### src/hdl/sfe_pkg.sv
// ----------------------------------------------------------------------------
// sfe_pkg
// shared constants and types of the stereo feedback echo
// ----------------------------------------------------------------------------
`default_nettype none

package sfe_pkg;

  // configuration port
  localparam int CFG_W     = 17;
  localparam int CFG_IDX_W = 2;

  typedef enum logic [CFG_IDX_W-1:0] {
    REG_DELAY_SAMPLES = 2'd0,
    REG_ECHO_GAIN     = 2'd1
  } cfg_reg_e;

  // register reset values
  localparam int DELAY_RESET = 1920;
  localparam int GAIN_RESET  = 52429;

  // arithmetic
  localparam int GAIN_W     = 17;     // unsigned q1.16, up to 131071
  localparam int FB_W       = 16;
  localparam int FB_Q16     = 52429;  // feedback factor 0.8 in q0.16
  localparam int FRAC_BITS  = 16;
  localparam int ROUND_HALF = 32768;

endpackage

`default_nettype wire

### src/hdl/sfe_mix.sv
// ----------------------------------------------------------------------------
// sfe_mix
// one channel of gain*x + 0.8*y, rounded and saturated
// ----------------------------------------------------------------------------
`default_nettype none

module sfe_mix #(
  parameter int SAMPLE_BITS = 16
) (
  input  wire logic                            clk_i,
  input  wire logic                            en_i,
  input  wire logic signed [SAMPLE_BITS-1:0]   x_i,
  input  wire logic signed [SAMPLE_BITS-1:0]   y_i,
  input  wire logic [sfe_pkg::GAIN_W-1:0]      gain_i,
  output logic signed      [SAMPLE_BITS-1:0]   res_o
);

  localparam int SB = SAMPLE_BITS;
  localparam int GW = SB + sfe_pkg::GAIN_W + 1;  // gain product
  localparam int FW = SB + sfe_pkg::FB_W + 1;    // feedback product
  localparam int SW = SB + 19;                   // sum
  localparam int RW = SW - sfe_pkg::FRAC_BITS;   // rounded

  logic signed [GW-1:0] pg_d, pg_q;
  logic signed [FW-1:0] pf_d, pf_q;
  logic signed [SW-1:0] sum;
  logic signed [RW-1:0] rnd;
  logic        [RW-SB:0] top_bits;

  assign pg_d = $signed({1'b0, gain_i}) * x_i;
  assign pf_d = $signed({1'b0, sfe_pkg::FB_W'(sfe_pkg::FB_Q16)}) * y_i;

  always_ff @(posedge clk_i) begin
    if (en_i) begin
      pg_q <= pg_d;
      pf_q <= pf_d;
    end
  end

  // round half up, then floor by the arithmetic shift
  assign sum      = SW'(pg_q) + SW'(pf_q) + SW'(sfe_pkg::ROUND_HALF);
  assign rnd      = sum[SW-1:sfe_pkg::FRAC_BITS];
  assign top_bits = rnd[RW-1:SB-1];

  always_comb begin
    if ((top_bits == '0) || (top_bits == '1)) begin
      res_o = rnd[SB-1:0];
    end else if (rnd[RW-1]) begin
      res_o = {1'b1, {(SB-1){1'b0}}};
    end else begin
      res_o = {1'b0, {(SB-1){1'b1}}};
    end
  end

endmodule

`default_nettype wire

### config.mk
export PLATFORM = sky130hd
export DESIGN_NAME = sfe_mix
export DESIGN_NICKNAME = d
export VERILOG_FILES = /design/src/hdl/sfe_pkg.sv /design/src/hdl/sfe_mix.sv
export SDC_FILE = /design/constraint.sdc
export NUM_CORES = 1
export LEC_CHECK = 0
export BUFFER_PORTS_ARGS = -buffer_cell sky130_fd_sc_hd__buf_2
export CAP_MARGIN = 20
export CORE_ASPECT_RATIO = 1.25
export CORE_UTILIZATION = 34
export DETAILED_ROUTE_END_ITERATION = 6
export GPL_ROUTABILITY_DRIVEN = 0
export PLACE_DENSITY_LB_ADDON = 0.12
export SLEW_MARGIN = 20
export SYNTH_ARGS = -nofsm -noshare
export SYNTH_HDL_FRONTEND = slang
export SYNTH_SLANG_ARGS = --single-unit
### constraint.sdc
create_clock -name clk_i -period 7.9 [get_ports clk_i]
set_input_delay 0.79 -clock clk_i [delete_from_list [all_inputs] [get_ports clk_i]]
set_output_delay 0.79 -clock clk_i [all_outputs]
set_load 0.005 [all_outputs]
==> flow_summary.toml <==
[routing]
dr.pass1.iters = 5
avgViaCountPerCell = 4.75
drt_first_iter_violations = 381
ant_nets = 0
drc_errors = 0
wl_um = 40900
wire_per_inst_um = 16.3
vias = 11950

[global_route]
antenna_found_initial = 0
grt_remaining_overflow = 0
busiest_layer = "met2"
grt_max_degree = 68
grt_use_total_pct = 16.6
first_global_vias = 13071
met1_usage_pct = 21.2
grt_pass1_wl_um = 68600
grt_use_met2_pct = 29.5
grt_use_met3_pct = 0.891

[clock_network]
cts_tree = "done"
cts-resized-gates = 0
clock_sinks = 67
cts-root-buf = "clkbuf_16"
clockBufferDepth = 2
hold_buffers = 0
clk_pin_slew_ns = 0.05
cts_setup_buffers = 0
h-tree-depth = 3
cts_buffers = 9

[floorplan]
dieArea_um2 = 52500
pin_count = 67
core-area_um2 = 50600
initial_core_util_pct = 34.6
num_rows = 92
die_w_um = 205
die_y_um = 256

[min_path]
hold_path.class = "primary input to flip-flop"

[final_layout]
syn_to_final_growth_pct = 7.59
antenna_cells = 0
final_nets = 2496
drive_gt1_share_pct = 5.77

[yosys]
yosysTopAreaCell = "fa_1"
ys_types = 69
ys_top_cells_by_area = "fa_1 (32%), ha_1 (23%), edfxtp_1 (11%), inv_1 (8.2%), and2_1 (4.9%)"
synth-edff-count = 67
post-synth-top-count-cell = "inv_1"
syn_nets = 2461
yosys.area.top_type_share_pct = 31.5
yosysWarnings = 0
syn_inst = 1816
syn_area_um2 = 17500
synth.avg_cell_area_um2 = 9.65
ys_seq_elements = 67
synth_flop_cell = "edfxtp_1"
ys_seq_area_share_pct = 11.5
synth_common_cells = "inv_1 (381), ha_1 (318), fa_1 (276)"
synth-async-reset-ratio_pct = 0

[sta]
tightestPinTransition_ns = 0.850
fmaxAchievable_mhz = 152
setup_tns_ns = 0
period_share_pct = 83.5
slew_viol_final = 0
setup_viol = 0
rsz0062_at_grt = "false"
fin_crit_ns = 6.60
hold_viol_final = 0
slew_headroom_pct = 43.3

[outcome]
status = "complete, no violations"

[worst_setup_path]
end_kind = "flip-flop"
critPathTopFamily = "adder cells"
path_buf_inv = 5
critPathKind = "primary input to flip-flop"
cpMostUsedCell = "fa_1"
critical_path_arrival_ns = 6.68
crit_fanout = 6
start_kind = "primary input"
cp_slowest_cell = "fa_1"
worstPathCellList = "buf_2, ha_1, fa_1, inv_1, fa_1, inv_1, fa_1, inv_1, fa_1, inv_1, fa_1, ha_1, and4_1, and3_1, or4_1, a21oi_1, or4_1, a211o_1, nand3_1, a31o_2, a21oi_1, xnor2_1"
critPathMaxStageDelay_ns = 0.66
critPathRequiredTime_ns = 7.98

[placement]
dp_hpwl_um = 34800
io_buffers = 66

[flow_run]
max_cap_violations = 0
state kept, by name, indices dropped and copies added, names as in the netlist:
name / cells
pg_q: 34
pf_q: 33
through the flow:
step	setup WS, ns	util, %	hold WS [ns]	area, um^2	instances
6_report	1.30	37.2	0.758	18900	2514
5_1_grt	0.958	37.2	0.797	18900	2514
4_1_cts	1.27	37.2	0.764	18800	2514
3_5_place_dp	0.917	36.5	1.14	18500	2498
3_3_place_gp	0.924	36.5	1.14	18500	2498
2_1_floorplan	1.46	-	0.889	17500	1816
logic make-up (layout without fill, tap and decap cells):
family | after synthesis | after routing | share of synthesized area (%)
AO/OA/AOI/OAI | 231 | 231 | 8.82
XOR/XNOR | 70 | 70 | 3.54
buffers and inverters | 425 | 465 | 9.35
adder cells (fa/ha/maj) | 594 | 594 | 54.2
flip-flops | 67 | 67 | 11.5
AND/OR/NAND/NOR | 426 | 426 | 12.4
multiplexers | 3 | 3 | 0.200
placed cells by master, fill, tap and decap left out, types with 9 or more instances in the layout:
| cell | count |
|---|---|
| a21o_1 | 50 |
| a21oi_1 | 75 |
| and2_1 | 138 |
| buf_2 | 66 |
| clkbuf_16 | 9 |
| edfxtp_1 | 67 |
| fa_1 | 276 |
| ha_1 | 318 |
| inv_1 | 381 |
| nand2_1 | 151 |
| nand2b_1 | 13 |
| nand3_1 | 16 |
| nand4_1 | 11 |
| nor2_1 | 51 |
| nor3_1 | 10 |
| o21a_1 | 12 |
| o21ai_0 | 25 |
| o21bai_1 | 9 |
| xnor2_1 | 54 |
| xor2_1 | 15 |
cell type report:
class / instances / area, um^2
fill: 5250 / 31800
multi-input combinational: 1324 / 13900
sequential: 67 / 2010
inverter: 381 / 1430
tap: 658 / 823
timing repair buffer: 68 / 345
clock buffer: 10 / 229
clock inverter: 6 / 138
routing by layer:
layer / wire [um] / vias to the layer above
li1: - / 5906
met3: 650 / 45
met2: 20400 / 149
met5: 0 / -
met1: 18800 / 5850
met4: 1010 / 0
worst paths after layout:
path,from,to,cells past startpoint
min,y_i[1],pf_q[1]$_DFFE_PP_,1
max,y_i[1],pf_q[32]$_DFFE_PP_,22
Power is left out: the tool's default activity adds up to more than one toggle a clock period on the data nets, which glitch-free logic cannot reach.
